## config.mk

```make
export PLATFORM = sky130hd
export DESIGN_NAME = byte_stream_tokenizer
export DESIGN_NICKNAME = d
export VERILOG_FILES = /design/src/design/bst_pkg.sv /design/src/design/bst_front.sv /design/src/design/bst_queue.sv /design/src/design/bst_back.sv /design/src/design/byte_stream_tokenizer.sv
export SDC_FILE = /design/constraint.sdc
export NUM_CORES = 2
export LEC_CHECK = 0
export BUFFER_PORTS_ARGS = -buffer_cell sky130_fd_sc_hd__buf_2
export CAP_MARGIN = 20
export CORE_ASPECT_RATIO = 0.5
export CORE_MARGIN = 5
export CORE_UTILIZATION = 63
export DETAILED_ROUTE_END_ITERATION = 10
export PLACE_DENSITY = 0.9
export SETUP_SLACK_MARGIN = 0.4
export SLEW_MARGIN = 5
export SYNTH_ARGS = -nofsm -noshare
export SYNTH_HDL_FRONTEND = slang
export SYNTH_HIERARCHICAL = 1
export SYNTH_MEMORY_MAX_BITS = 65536
export SYNTH_SLANG_ARGS = --single-unit
```

## constraint.sdc

```tcl
create_clock -name clk -period 10.35 [get_ports clk]
set_input_delay 2.07 -clock clk [delete_from_list [all_inputs] [get_ports clk]]
set_output_delay 2.07 -clock clk [all_outputs]
set_load 0.005 [all_outputs]
```

## src/design/bst_pkg.sv

```systemverilog
// shared types, codes and character helpers for the byte stream tokenizer
package bst_pkg;

  localparam int BST_NUM_KEYWORDS = 16;
  localparam int BST_ID_LEN       = 32;
  localparam int KW_SLOT          = 32;
  localparam int QDEPTH           = 4;

  localparam logic [7:0] CH_LF    = 8'd10;
  localparam logic [7:0] CH_CR    = 8'd13;
  localparam logic [7:0] CH_SUB   = 8'd26;
  localparam logic [7:0] CH_ZERO  = 8'h30;
  localparam logic [7:0] CH_UNDER = 8'h5F;
  localparam logic [7:0] CH_QUOTE = 8'h22;

  // token codes
  localparam logic [5:0] TOK_NONE   = 6'd0;
  localparam logic [5:0] TOK_IDENT  = 6'd1;
  localparam logic [5:0] TOK_NUMBER = 6'd2;
  localparam logic [5:0] TOK_STRING = 6'd3;
  localparam logic [5:0] TOK_NE     = 6'd4;
  localparam logic [5:0] TOK_LE     = 6'd5;
  localparam logic [5:0] TOK_LT     = 6'd6;
  localparam logic [5:0] TOK_PLUS   = 6'd7;
  localparam logic [5:0] TOK_STAR   = 6'd8;
  localparam logic [5:0] TOK_MINUS  = 6'd9;
  localparam logic [5:0] TOK_EQ     = 6'd10;
  localparam logic [5:0] TOK_COMMA  = 6'd11;
  localparam logic [5:0] TOK_CARET  = 6'd12;
  localparam logic [5:0] TOK_LBRACK = 6'd13;
  localparam logic [5:0] TOK_RBRACK = 6'd14;
  localparam logic [5:0] TOK_GE     = 6'd15;
  localparam logic [5:0] TOK_GT     = 6'd16;
  localparam logic [5:0] TOK_HASH   = 6'd17;
  localparam logic [5:0] TOK_COLON  = 6'd18;
  localparam logic [5:0] TOK_SEMI   = 6'd19;
  localparam logic [5:0] TOK_SLASH  = 6'd20;
  localparam logic [5:0] TOK_DOT    = 6'd21;
  localparam logic [5:0] TOK_LPAREN = 6'd22;
  localparam logic [5:0] TOK_RPAREN = 6'd23;
  localparam logic [5:0] TOK_EOLN   = 6'd24;
  localparam logic [5:0] TOK_EOF    = 6'd25;

  // result kinds
  localparam logic RES_TEXT  = 1'b0;
  localparam logic RES_TOKEN = 1'b1;

  // config register index
  localparam int REG_KEYWORD_COUNT = 0;

  typedef enum logic [1:0] {
    KIND_BYTE = 2'd0,
    KIND_EOI  = 2'd1,
    KIND_KW   = 2'd2,
    KIND_NONE = 2'd3
  } item_kind_t;

  typedef enum logic [3:0] {
    CL_SPACE,
    CL_ALPHA,
    CL_DIGIT,
    CL_UNDER,
    CL_LT,
    CL_GT,
    CL_EQ,
    CL_QUOTE,
    CL_OTHER
  } char_class_t;

  // one classified item as it travels from front to back
  typedef struct packed {
    item_kind_t  kind;
    logic [7:0]  ch;
    char_class_t cls;
    logic [5:0]  op;
    logic [3:0]  kw_entry;
    logic [4:0]  kw_pos;
    logic [5:0]  kw_symbol;
  } bst_item_t;

  function automatic char_class_t classify(input logic [7:0] c);
    char_class_t r;
    if (c == 8'h20) r = CL_SPACE;
    else if ((c >= 8'h61 && c <= 8'h7A) || (c >= 8'h41 && c <= 8'h5A)) r = CL_ALPHA;
    else if (c >= 8'h30 && c <= 8'h39) r = CL_DIGIT;
    else if (c == CH_UNDER) r = CL_UNDER;
    else if (c == 8'h3C) r = CL_LT;
    else if (c == 8'h3E) r = CL_GT;
    else if (c == 8'h3D) r = CL_EQ;
    else if (c == CH_QUOTE) r = CL_QUOTE;
    else r = CL_OTHER;
    return r;
  endfunction

  function automatic logic [5:0] single_op(input logic [7:0] c);
    logic [5:0] r;
    unique case (c)
      8'h2B:   r = TOK_PLUS;
      8'h2A:   r = TOK_STAR;
      8'h2D:   r = TOK_MINUS;
      8'h3D:   r = TOK_EQ;
      8'h2C:   r = TOK_COMMA;
      8'h5E:   r = TOK_CARET;
      8'h5B:   r = TOK_LBRACK;
      8'h5D:   r = TOK_RBRACK;
      8'h23:   r = TOK_HASH;
      8'h3A:   r = TOK_COLON;
      8'h3B:   r = TOK_SEMI;
      8'h2F:   r = TOK_SLASH;
      8'h2E:   r = TOK_DOT;
      8'h28:   r = TOK_LPAREN;
      8'h29:   r = TOK_RPAREN;
      CH_CR:   r = TOK_EOLN;
      CH_SUB:  r = TOK_EOF;
      default: r = TOK_NONE;
    endcase
    return r;
  endfunction

endpackage

```

## src/design/bst_front.sv

```systemverilog
// input side: accepts items, folds line ends and classifies bytes
module bst_front import bst_pkg::*; (
  input  logic       clk,
  input  logic       rst,
  input  logic       in_valid,
  output logic       in_ready,
  input  logic [1:0] kind,
  input  logic [7:0] byte_req,
  input  logic [3:0] kw_entry,
  input  logic [4:0] kw_pos,
  input  logic [5:0] kw_symbol,
  input  logic       q_full,
  output logic       push,
  output bst_item_t  push_item
);

  logic       cr_pending;
  logic       acc;
  logic       drop;
  logic [7:0] ch_map;
  item_kind_t k;

  assign k        = item_kind_t'(kind);
  assign in_ready = !q_full;
  assign acc      = in_valid && in_ready;

  // lf right after cr vanishes, lf alone acts as cr; keyword characters pass as is
  assign drop   = (k == KIND_NONE) || (k == KIND_BYTE && cr_pending && byte_req == CH_LF);
  assign ch_map = (k == KIND_BYTE && byte_req == CH_LF) ? CH_CR : byte_req;
  assign push   = acc && !drop;

  always_comb begin
    push_item.kind      = k;
    push_item.ch        = ch_map;
    push_item.cls       = classify(ch_map);
    push_item.op        = single_op(ch_map);
    push_item.kw_entry  = kw_entry;
    push_item.kw_pos    = kw_pos;
    push_item.kw_symbol = kw_symbol;
  end

  // track a cr so a following lf can be dropped
  always_ff @(posedge clk) begin
    if (rst) begin
      cr_pending <= 1'b0;
    end else if (acc) begin
      if (k == KIND_BYTE) begin
        cr_pending <= !drop && (byte_req == CH_CR);
      end else if (k == KIND_EOI) begin
        cr_pending <= 1'b0;
      end
    end
  end

endmodule

```

## src/design/bst_queue.sv

```systemverilog
// short fifo between classifier and scanner
module bst_queue import bst_pkg::*; (
  input  logic      clk,
  input  logic      rst,
  input  logic      push,
  input  bst_item_t push_item,
  output logic      full,
  input  logic      pop,
  output logic      head_valid,
  output bst_item_t head
);

  localparam int PW = $clog2(QDEPTH);

  bst_item_t       mem [QDEPTH];
  logic [PW-1:0]   wr_ptr;
  logic [PW-1:0]   rd_ptr;
  logic [PW:0]     count;

  assign full       = (count == (PW+1)'(QDEPTH));
  assign head_valid = (count != '0);
  assign head       = mem[rd_ptr];

  // storage
  always_ff @(posedge clk) begin
    if (push) begin
      mem[wr_ptr] <= push_item;
    end
  end

  // pointers and fill level
  always_ff @(posedge clk) begin
    if (rst) begin
      wr_ptr <= '0;
      rd_ptr <= '0;
      count  <= '0;
    end else begin
      if (push) wr_ptr <= wr_ptr + 1'b1;
      if (pop)  rd_ptr <= rd_ptr + 1'b1;
      if (push && !pop) count <= count + 1'b1;
      else if (pop && !push) count <= count - 1'b1;
    end
  end

endmodule

```

## src/design/bst_back.sv

```systemverilog
// scanner: token state, keyword table, keyword compare and output register
module bst_back import bst_pkg::*; #(
  parameter int NUM_KEYWORDS = BST_NUM_KEYWORDS,
  parameter int ID_LEN       = BST_ID_LEN
) (
  input  logic        clk,
  input  logic        rst,
  input  logic [4:0]  kw_count,
  input  logic        head_valid,
  input  bst_item_t   hd,
  output logic        pop,
  output logic        out_valid,
  input  logic        out_ready,
  output logic        result_kind,
  output logic [5:0]  token,
  output logic [31:0] value,
  output logic [7:0]  text_char,
  output logic        last
);

  localparam int KW_IW = (NUM_KEYWORDS > 1) ? $clog2(NUM_KEYWORDS) : 1;
  localparam int EW    = $clog2(NUM_KEYWORDS + 1);
  localparam int TW    = $clog2(ID_LEN);
  localparam int LW    = $clog2(ID_LEN + 1);

  typedef enum logic [2:0] {
    M_IDLE, M_IDENT, M_NUMBER, M_STRING, M_STRQ, M_LT, M_GT
  } mode_t;

  typedef enum logic [2:0] {
    B_DECODE, B_FRESH, B_KW_RD, B_KW_CMP, B_KW_EMIT
  } bstate_t;

  typedef struct packed {
    logic        rk;
    logic [5:0]  tok;
    logic [31:0] val;
    logic [7:0]  ch;
    logic        lst;
  } res_t;

  // storage
  logic [7:0] txt_mem  [ID_LEN];
  logic [7:0] kw_mem   [NUM_KEYWORDS * KW_SLOT];
  logic [5:0] code_mem [NUM_KEYWORDS];

  bstate_t     st, st_next;
  mode_t       mode, mode_next;
  logic [LW-1:0] ident_len, ident_len_next;
  logic [31:0] num_acc, num_acc_next;
  logic [EW-1:0] e, e_next;
  logic [4:0]  p, p_next;
  logic [5:0]  code, code_next;

  logic        emit;
  res_t        res;
  logic        can_emit;
  logic        txt_we;
  logic [TW-1:0] txt_waddr;
  logic        kw_we;
  logic        kw_ok;
  logic [EW-1:0] kw_n;
  logic        cont;
  logic        fresh_emits;
  logic [5:0]  close_tok;
  logic [7:0]  kc, ic, text_q;
  logic [5:0]  code_q;
  logic [31:0] num_step;

  assign can_emit = !out_valid || out_ready;
  assign kw_ok    = (32'(hd.kw_entry) < NUM_KEYWORDS);
  assign kw_n     = (32'(kw_count) > NUM_KEYWORDS) ? EW'(NUM_KEYWORDS) : EW'(kw_count);
  assign num_step = (num_acc << 3) + (num_acc << 1) + 32'(hd.ch) - 32'(CH_ZERO);
  assign ic       = (32'(p) < 32'(ident_len)) ? text_q : 8'd0;

  // byte continues the open token without closing it
  always_comb begin
    cont = 1'b0;
    if (hd.kind == KIND_BYTE) begin
      unique case (mode)
        M_IDENT:  cont = (hd.cls == CL_ALPHA) || (hd.cls == CL_DIGIT) || (hd.cls == CL_UNDER);
        M_NUMBER: cont = (hd.cls == CL_ALPHA) || (hd.cls == CL_DIGIT);
        M_STRING: cont = 1'b1;
        M_STRQ:   cont = (hd.cls == CL_QUOTE);
        M_LT:     cont = (hd.cls == CL_GT) || (hd.cls == CL_EQ);
        M_GT:     cont = (hd.cls == CL_EQ);
        default:  cont = 1'b0;
      endcase
    end
  end

  // whether scanning from idle gives a result after a close
  assign fresh_emits = (hd.kind == KIND_EOI) ||
                       !((hd.cls == CL_SPACE) || (hd.cls == CL_DIGIT) || (hd.cls == CL_LT) ||
                         (hd.cls == CL_GT) || (hd.cls == CL_QUOTE));

  always_comb begin
    unique case (mode)
      M_NUMBER:        close_tok = TOK_NUMBER;
      M_STRING, M_STRQ: close_tok = TOK_STRING;
      M_LT:            close_tok = TOK_LT;
      M_GT:            close_tok = TOK_GT;
      default:         close_tok = TOK_NONE;
    endcase
  end

  // scanner control
  always_comb begin
    st_next        = st;
    mode_next      = mode;
    ident_len_next = ident_len;
    num_acc_next   = num_acc;
    e_next         = e;
    p_next         = p;
    code_next      = code;
    pop            = 1'b0;
    emit           = 1'b0;
    res            = '0;
    txt_we         = 1'b0;
    txt_waddr      = ident_len[TW-1:0];
    kw_we          = 1'b0;
    unique case (st)
      B_DECODE: begin
        if (head_valid) begin
          if (hd.kind == KIND_KW) begin
            kw_we = kw_ok;
            pop   = 1'b1;
          end else if (cont) begin
            unique case (mode)
              M_IDENT: begin
                if (32'(ident_len) < ID_LEN) begin
                  if (can_emit) begin
                    emit           = 1'b1;
                    res            = '{RES_TEXT, TOK_IDENT, 32'd0, hd.ch, 1'b1};
                    txt_we         = 1'b1;
                    ident_len_next = ident_len + 1'b1;
                    pop            = 1'b1;
                  end
                end else begin
                  pop = 1'b1;
                end
              end
              M_NUMBER: begin
                num_acc_next = num_step;
                pop          = 1'b1;
              end
              M_STRING: begin
                if (hd.cls == CL_QUOTE) begin
                  mode_next = M_STRQ;
                  pop       = 1'b1;
                end else if (can_emit) begin
                  emit = 1'b1;
                  res  = '{RES_TEXT, TOK_STRING, 32'd0, hd.ch, 1'b1};
                  pop  = 1'b1;
                end
              end
              M_STRQ: begin
                if (can_emit) begin
                  emit      = 1'b1;
                  res       = '{RES_TEXT, TOK_STRING, 32'd0, hd.ch, 1'b1};
                  mode_next = M_STRING;
                  pop       = 1'b1;
                end
              end
              M_LT: begin
                if (can_emit) begin
                  emit      = 1'b1;
                  res       = '{RES_TOKEN, (hd.cls == CL_GT) ? TOK_NE : TOK_LE, 32'd0, 8'd0,
                                1'b1};
                  mode_next = M_IDLE;
                  pop       = 1'b1;
                end
              end
              M_GT: begin
                if (can_emit) begin
                  emit      = 1'b1;
                  res       = '{RES_TOKEN, TOK_GE, 32'd0, 8'd0, 1'b1};
                  mode_next = M_IDLE;
                  pop       = 1'b1;
                end
              end
              default: ;
            endcase
          end else if (mode == M_IDENT) begin
            // identifier ends: search the keyword table
            e_next = '0;
            p_next = '0;
            if (kw_n == '0) begin
              code_next = TOK_IDENT;
              st_next   = B_KW_EMIT;
            end else begin
              st_next = B_KW_RD;
            end
          end else if (mode != M_IDLE) begin
            if (can_emit) begin
              emit      = 1'b1;
              res       = '{RES_TOKEN, close_tok, (mode == M_NUMBER) ? num_acc : 32'd0, 8'd0,
                            !fresh_emits};
              mode_next = M_IDLE;
              st_next   = B_FRESH;
            end
          end else begin
            st_next = B_FRESH;
          end
        end
      end
      B_FRESH: begin
        if (hd.kind == KIND_EOI) begin
          if (can_emit) begin
            emit    = 1'b1;
            res     = '{RES_TOKEN, TOK_EOF, 32'd0, 8'd0, 1'b1};
            pop     = 1'b1;
            st_next = B_DECODE;
          end
        end else begin
          unique case (hd.cls)
            CL_SPACE: begin
              pop     = 1'b1;
              st_next = B_DECODE;
            end
            CL_ALPHA: begin
              if (can_emit) begin
                emit           = 1'b1;
                res            = '{RES_TEXT, TOK_IDENT, 32'd0, hd.ch, 1'b1};
                txt_we         = 1'b1;
                txt_waddr      = '0;
                ident_len_next = LW'(1);
                mode_next      = M_IDENT;
                pop            = 1'b1;
                st_next        = B_DECODE;
              end
            end
            CL_DIGIT: begin
              num_acc_next = 32'(hd.ch) - 32'(CH_ZERO);
              mode_next    = M_NUMBER;
              pop          = 1'b1;
              st_next      = B_DECODE;
            end
            CL_LT: begin
              mode_next = M_LT;
              pop       = 1'b1;
              st_next   = B_DECODE;
            end
            CL_GT: begin
              mode_next = M_GT;
              pop       = 1'b1;
              st_next   = B_DECODE;
            end
            CL_QUOTE: begin
              mode_next = M_STRING;
              pop       = 1'b1;
              st_next   = B_DECODE;
            end
            default: begin
              if (can_emit) begin
                emit    = 1'b1;
                res     = '{RES_TOKEN, hd.op, 32'd0, 8'd0, 1'b1};
                pop     = 1'b1;
                st_next = B_DECODE;
              end
            end
          endcase
        end
      end
      B_KW_RD: begin
        st_next = B_KW_CMP;
      end
      B_KW_CMP: begin
        // one character of one entry per pass
        if (kc != ic || (kc != 8'd0 && p == 5'(KW_SLOT - 1) &&
                         32'(ident_len) != KW_SLOT)) begin
          if (32'(e) + 32'd1 >= 32'(kw_n)) begin
            code_next = TOK_IDENT;
            st_next   = B_KW_EMIT;
          end else begin
            e_next  = e + 1'b1;
            p_next  = '0;
            st_next = B_KW_RD;
          end
        end else if (kc == 8'd0 || p == 5'(KW_SLOT - 1)) begin
          code_next = code_q;
          st_next   = B_KW_EMIT;
        end else begin
          p_next  = p + 1'b1;
          st_next = B_KW_RD;
        end
      end
      B_KW_EMIT: begin
        if (can_emit) begin
          emit      = 1'b1;
          res       = '{RES_TOKEN, code, 32'd0, 8'd0, !fresh_emits};
          mode_next = M_IDLE;
          st_next   = B_FRESH;
        end
      end
      default: st_next = B_DECODE;
    endcase
  end

  // state and output register
  always_ff @(posedge clk) begin
    if (rst) begin
      st        <= B_DECODE;
      mode      <= M_IDLE;
      ident_len <= '0;
      num_acc   <= '0;
      e         <= '0;
      p         <= '0;
      code      <= TOK_NONE;
      out_valid <= 1'b0;
    end else begin
      st        <= st_next;
      mode      <= mode_next;
      ident_len <= ident_len_next;
      num_acc   <= num_acc_next;
      e         <= e_next;
      p         <= p_next;
      code      <= code_next;
      if (emit) begin
        out_valid <= 1'b1;
      end else if (out_ready) begin
        out_valid <= 1'b0;
      end
    end
  end

  // result payload
  always_ff @(posedge clk) begin
    if (emit) begin
      result_kind <= res.rk;
      token       <= res.tok;
      value       <= res.val;
      text_char   <= res.ch;
      last        <= res.lst;
    end
  end

  // identifier text memory
  always_ff @(posedge clk) begin
    if (txt_we) begin
      txt_mem[txt_waddr] <= hd.ch;
    end
    text_q <= txt_mem[TW'(p)];
  end

  // keyword table memories
  always_ff @(posedge clk) begin
    if (kw_we) begin
      kw_mem[{KW_IW'(hd.kw_entry), hd.kw_pos}] <= hd.ch;
      code_mem[KW_IW'(hd.kw_entry)]            <= hd.kw_symbol;
    end
    kc     <= kw_mem[{e[KW_IW-1:0], p}];
    code_q <= code_mem[e[KW_IW-1:0]];
  end

endmodule

```

## src/design/byte_stream_tokenizer.sv

```systemverilog
// top level of the byte stream tokenizer: config register, front, queue and scanner
//
// Input items (kind, byte_req, kw_entry, kw_pos, kw_symbol) arrive on a
// valid/ready channel; results (result_kind, token, value, text_char, last)
// leave on another. Each input item gives zero to two results; last marks
// the final one. Keyword table writes (kind 2) give no results.
// The front takes one item per cycle into a four-entry queue while it has
// room. The scanner handles one byte at a time, and results leave through
// the output register. When an identifier ends, the keyword compare reads
// one table character at a time through a read and a compare state: up to
// 32 characters per table entry searched, entries limited by
// keyword_count. A stalled receiver holds the output register; the queue
// then fills and in_ready drops. Reset returns the scanner to idle,
// clears the line-end memory and sets keyword_count to zero; the keyword
// table and identifier text are not cleared and must be written first.
// keyword_count is read over the APB port at byte address 0; a write at any address sets it.
module byte_stream_tokenizer import bst_pkg::*; #(
  parameter int NUM_KEYWORDS = BST_NUM_KEYWORDS,
  parameter int ID_LEN       = BST_ID_LEN
) (
  input  logic        clk,
  input  logic        rst,
  input  logic        in_valid,
  output logic        in_ready,
  input  logic [1:0]  kind,
  input  logic [7:0]  byte_req,
  input  logic [3:0]  kw_entry,
  input  logic [4:0]  kw_pos,
  input  logic [5:0]  kw_symbol,
  output logic        out_valid,
  input  logic        out_ready,
  output logic        result_kind,
  output logic [5:0]  token,
  output logic [31:0] value,
  output logic [7:0]  text_char,
  output logic        last,
  input  logic        psel,
  input  logic        penable,
  input  logic        pwrite,
  input  logic [1:0]  paddr,
  input  logic [31:0] pwdata,
  output logic [31:0] prdata,
  output logic        pready
);

  logic      [4:0] keyword_count;
  logic            q_full;
  logic            push;
  bst_item_t       push_item;
  logic            pop;
  logic            head_valid;
  bst_item_t       head;

  // config register
  assign pready = 1'b1;
  assign prdata = (paddr == 2'(REG_KEYWORD_COUNT)) ? {27'd0, keyword_count} : 32'd0;

  always_ff @(posedge clk) begin
    if (rst) begin
      keyword_count <= '0;
    end else if (psel && penable && pwrite && pready) begin
      keyword_count <= pwdata[4:0];
    end
  end

  bst_front u_front (
    .clk       (clk),
    .rst       (rst),
    .in_valid  (in_valid),
    .in_ready  (in_ready),
    .kind      (kind),
    .byte_req  (byte_req),
    .kw_entry  (kw_entry),
    .kw_pos    (kw_pos),
    .kw_symbol (kw_symbol),
    .q_full    (q_full),
    .push      (push),
    .push_item (push_item)
  );

  bst_queue u_queue (
    .clk        (clk),
    .rst        (rst),
    .push       (push),
    .push_item  (push_item),
    .full       (q_full),
    .pop        (pop),
    .head_valid (head_valid),
    .head       (head)
  );

  bst_back #(
    .NUM_KEYWORDS (NUM_KEYWORDS),
    .ID_LEN       (ID_LEN)
  ) u_back (
    .clk         (clk),
    .rst         (rst),
    .kw_count    (keyword_count),
    .head_valid  (head_valid),
    .hd          (head),
    .pop         (pop),
    .out_valid   (out_valid),
    .out_ready   (out_ready),
    .result_kind (result_kind),
    .token       (token),
    .value       (value),
    .text_char   (text_char),
    .last        (last)
  );

  // text results belong to identifiers or strings and are always final
  a_text_kind: assert property (@(posedge clk) disable iff (rst)
    out_valid && result_kind == RES_TEXT |-> (token == TOK_IDENT || token == TOK_STRING) && last)
    else $error("text result with bad token or last");

  // only number tokens carry a value
  a_value_zero: assert property (@(posedge clk) disable iff (rst)
    out_valid && token != TOK_NUMBER |-> value == 32'd0)
    else $error("value set on non-number result");

  // finished tokens carry no text character
  a_token_char: assert property (@(posedge clk) disable iff (rst)
    out_valid && result_kind == RES_TOKEN |-> text_char == 8'd0)
    else $error("text char set on token result");

  // the queue never takes a push while full
  a_no_overflow: assert property (@(posedge clk) disable iff (rst)
    q_full |-> !push)
    else $error("push into full queue");

endmodule
```

==> metrics.md, run 1 <==
| Metric | Value |
|---|---|
| Status | `did not finish` |
| Fail Step | `clock tree synthesis (4_1_cts)` |
| First Err | `[ERROR DPL-0033] detailed placement checks failed during check placement.` |
| Primary FF master, synth | `edfxtp_1` |
| Root Driver | `clkbuf_16` |
| Die Ht | `393.7 um` |
| Synth area leaders | `edfxtp_1 (75%), mux4_2 (14%), nor2_1 (1.4%)` |
| Gate Count Post-Synth | `8989` |
| Chip Width | `a little under 800 um` |
| Placement Cell Area | `189600 um^2` |
| Synth top area share | `75.03%` |
| Row count | `140` |
| CTS Buf Count | `394` |
| Max clock buf depth | `4` |
| Ports | `149` |
| Setup Buffers After CTS | `0` |
| Synth async-reset ratio | `0%` |
| Synth cell types | `93` |
| PortBufs | `93` |
| Post-synth top area cell | `edfxtp_1` |
| Yosys reg bits | `4734` |
| Post-synth EDFFs | `4636` |
| Netlist Area Pre-Place | `between 150000 and 200000 um^2` |
| Post-DP HPWL | `319100 um` |
| Post-cts resize count | `0` |
| Starting Density | `63.50%` |
| H-tree depth | `5` |
| Yosys Warn Count | `6` |
| Cts hold-fix bufs | `0` |
| Placed cells | `12530` |
| Sequential area share after synthesis | `76.09%` |
| Mean post-synth cell area | `20.64 um^2` |
| GPL Wtd Cong | `about 0.89` |
| Clk sinks | `4734` |
through the flow:
stage	util (%)	worst slack (ns)
3_5_place_dp	64.89	3.971
3_3_place_gp	64.89	4.437
2_1_floorplan	-	2.071
synth_stat cells (26+ instances only):
library cell	n
nand3_1	29
buf_2	130
buf_1	36
a22oi_1	229
and2_1	55
clkbuf_1	354
mux4_2	1164
nor2b_1	26
buf_4	79
inv_1	126
a21oi_1	212
nand2b_1	45
nor3_1	107
nand2_1	100
nor2_1	676
a221oi_1	146
xnor2_1	28
a22o_1	146
edfxtp_1	4636
o21ai_0	57
dfxtp_1	98
ha_1	102
o22ai_1	95
logic make-up after synthesis:
kind of cell | Yosys count | share of synthesized area (%)
other cells | 3 | 0.006069
flops | 4734 | 76.09
mux | 1198 | 14.37
compound gates | 1012 | 3.918
fa+ha+maj | 109 | 0.7634
buf+inv | 747 | 1.859
xor+xnor | 45 | 0.2124
simple gates | 1141 | 2.783
==> run 2, diff against run 1 <==
--- a/config.mk
+++ b/config.mk
@@ -7,12 +7,10 @@
 export LEC_CHECK = 0
 export BUFFER_PORTS_ARGS = -buffer_cell sky130_fd_sc_hd__buf_2
 export CAP_MARGIN = 20
-export CORE_ASPECT_RATIO = 0.5
 export CORE_MARGIN = 5
-export CORE_UTILIZATION = 63
+export CORE_UTILIZATION = 40
 export DETAILED_ROUTE_END_ITERATION = 10
-export PLACE_DENSITY = 0.9
-export SETUP_SLACK_MARGIN = 0.4
+export PLACE_DENSITY_LB_ADDON = 0.15
 export SLEW_MARGIN = 5
 export SYNTH_ARGS = -nofsm -noshare
 export SYNTH_HDL_FRONTEND = slang
==> metrics.md, run 2 <==
| Metric | Value |
|---|---|
| Initial antenna violation count | `15` |
| WS Path Type | `reg2reg` |
| Critical path's largest stage delay | `1.08 ns` |
| Starting Density | `40.08%` |
| Post-synth top cells | `edfxtp_1 (4636), mux4_2 (1164), nor2_1 (676), clkbuf_1 (354), a22oi_1 (229)` |
| Cell with the most instances after synthesis | `edfxtp_1` |
| Largest reg by FF count | `u_back/kw_mem` |
| Die ar. | `477600 um^2` |
| Via-to-Cell Ratio | `5.742` |
| Clock latency on the worst-skew pair | `1.00 ns` |
| Unrepaired setup endpoints after global routing | `false` |
| Cts hold-fix bufs | `0` |
| Pwr/cell area | `218.8 nW/um^2` |
| Peak Freq | `167.0 MHz` |
| Sw frac | `25.31%` |
| GRT Overall Usage | `about a fifth` |
| Primary FF master, synth | `edfxtp_1` |
| Synth cell types | `93` |
| Die Ht | `between 600 and 700 um` |
| Synth area leaders | `edfxtp_1 (75%), mux4_2 (14%), nor2_1 (1.4%)` |
| Vias in the first global route | `a little over 90000` |
| Yosys Warn Count | `6` |
| Placement Cell Area | `192700 um^2` |
| Tmin final | `approximately 6.0 ns` |
| Post-synth top area cell | `edfxtp_1` |
| Total gr overflow | `0` |
| Endpoint type of the worst setup path | `register` |
| P&R area growth vs syn | `12.14%` |
| CTS Buf Count | `475` |
| PortBufs | `93` |
| Most frequent cells in the layout | `edfxtp_1 (4636), mux4_2 (1156), nor2_1 (670), clkbuf_16 (484), a22oi_1 (229)` |
| Setup Buffers After CTS | `0` |
| GPL Wtd Cong | `0.7998` |
| Sequential power share | `around half` |
| Max_slew headroom | `13.38%` |
| Status | `finished clean` |
| Final setup viols | `0` |
| Worst hold path type | `reg2reg` |
| Area of the core | `462900 um^2` |
| Post-route DRC | `0` |
| WHS | `0.4645 ns` |
| NetSw | `11.52 mW` |
| Hold_sp | `u_back/code_q[4]` |
| Buf+Inv Stages, Crit Path | `3` |
| Post-DRT Antenna Nets | `0` |
| Pre-Repair DR Iteration Count | `6` |
| Synth async-reset ratio | `0%` |
| Chip Width | `691.1 um` |
| Slowest cell on the critical path | `mux4_4` |
| Drt initial violations | `9371` |
| Skew final | `0.05808 ns` |
| Sum Neg Setup Slack | `0 ns` |
| Netlist Area Pre-Place | `about 190000 um^2` |
| Leakage power | `62.68 nW` |
| Critical path peak fanout | `between 60 and 70` |
| DR WL/cell | `30.07 um` |
| Largest net degree at the start of global routing | `197` |
| Max clock buf depth | `4` |
| Hold Fails Final Rpt | `0` |
| Clock slew at reported path FFs | `approximately 0.060 ns` |
| Internal power | `34.00 mW` |
| Worst path arrival time | `a little under 7 ns` |
| H-tree depth | `5` |
| Most common cell after layout, fill and taps aside | `edfxtp_1` |
| Gate Count Post-Synth | `8989` |
| Worst slew pin tran | `1.299 ns` |
| Combinational Power Share | `11.4%` |
| Max reg flops | `4096` |
| Fin util | `roughly 45%` |
| Post-route design area | `approximately 210000 um^2` |
| Crit path max-delay family | `compound AO/OA/AOI/OAI gates` |
| CTS tree | `done` |
| WP data required | `11.18 ns` |
| CP cell instances | `buf_4 -> mux4_4 -> inv_1 -> fa_1 -> inv_1 -> ha_1 -> ha_1 -> fa_1 -> a211oi_1 -> o21ai_0 -> a41oi_1 -> nor2_1 -> o311ai_0 -> a32oi_1 -> xor2_1 -> a21oi_1 -> nor3_1` |
| Root Driver | `clkbuf_16` |
| VDD IR max | `0.2212 mV` |
| Layout cells sized above 1 | `22.64%` |
| Final net count | `9306` |
| Max Cap Violations | `0` |
| Startpoint types | `register` |
| Post-cts resize count | `0` |
| Tcrit/Tclk final | `57.86%` |
| Row count | `250` |
| Clk sinks | `approximately 4700` |
| First-pass GRT wire length | `676500 um` |
| Final slew viol count | `0` |
| Mean post-synth cell area | `a little over 20 um^2` |
| Vias post-DR | `90190` |
| Yosys reg bits | `approximately 4700` |
| DRT Wirelength | `around 470000 um` |
| Clk pwr share | `36.9%` |
| Synth top area share | `75.03%` |
| Post-DP HPWL | `272700 um` |
| Post-synth EDFFs | `4636` |
| Power Total | `45.52 mW` |
| Sequential area share after synthesis | `76.09%` |
| Biggest regs | `u_back/kw_mem (4096), u_back/txt_mem (256), u_queue/mem (140)` |
| Ports | `149` |
[run 2: cell counts after synthesis]
No cell type changed its count.
[run 2: worst reg2reg max path: stages (launching register included)]
cell	delay, ns
dfxtp_2	0.32
buf_4	0.55
mux4_4	1.12
inv_1	0.26
fa_1	0.41
inv_1	0.08
ha_1	0.22
ha_1	0.23
fa_1	0.49
a211oi_1	0.27
o21ai_0	0.25
a41oi_1	0.44
nor2_1	0.11
o311ai_0	0.47
a32oi_1	0.20
xor2_1	0.17
a21oi_1	0.16
nor3_1	0.07
[run 2: power by group through the flow]
stage,Combinational (mW),Sequential [mW],Clock [mW]
4_1_cts,5.21,23.5,17.2
2_1_floorplan,2.54,24.5,0
6_report,5.17,23.5,16.8
3_3_place_gp,4.96,23.9,0
5_1_grt,5.55,23.5,18.0
3_5_place_dp,5.20,23.9,0
[run 2: path summary, 6_finish.rpt]
check                            end  slack [ns]  depth (start not counted)
hold / removal        u_back/code[4]        0.46                          2
hold reg to reg       u_back/code[4]        0.46                          2
setup / recovery  u_back/num_acc[19]        4.36                         17
setup reg to reg  u_back/num_acc[19]        4.36                         17
[run 2: layout make-up]
cell class | count | area (um^2)
Clock buffer | 606 | 12580
Clock inverter | 261 | 2550
Multi-Input combinational cell | 3534 | 41320
Timing Repair Buffer | 260 | 2195
Tap cell | 6174 | 7725
Inverter | 126 | 473.0
Fill cell | 39070 | 254900
Sequential cell | 4734 | 141200
Antenna cell | 11 | 27.53
[run 2: per-layer routing]
layer / track usage [%] / part of all wire, % / vias to the layer above / wire [um]
met3: 3.462 / 6.8 / 619 / 32230
met2: 30.60 / 48 / 3117 / 224700
met1: 27.89 / 43 / 48780 / 203400
li1: - / - / 37670 / -
met4: 4.804 / 2.5 / 2 / 11870
met5: 0 / 0.0023 / - / 11
[run 2: kinds of logic (layout without fill, tap and decap cells)]
kind of cell / Yosys count / count (layout) / synth area share (%)
muxes: 1198 / 1198 / 14.37
buffers and inverters: 747 / 1253 / 1.859
AOI/OAI and AO/OA: 1012 / 1012 / 3.918
other: 3 / 40 / 0.006069
DFF: 4734 / 4734 / 76.09
adders and majority gates: 109 / 109 / 0.7634
xor gates and xnor gates: 45 / 45 / 0.2124
and+or+nand+nor: 1141 / 1141 / 2.783
[run 2: stage by stage]
stage,std cells,setup WS [ns]
floorplan,9015,2.071
finish,15710,4.361
detailed placement,14820,4.276
CTS,15690,4.231
global placement,14820,4.235
global route,15700,3.884
(Power assumes the default switching activity.)
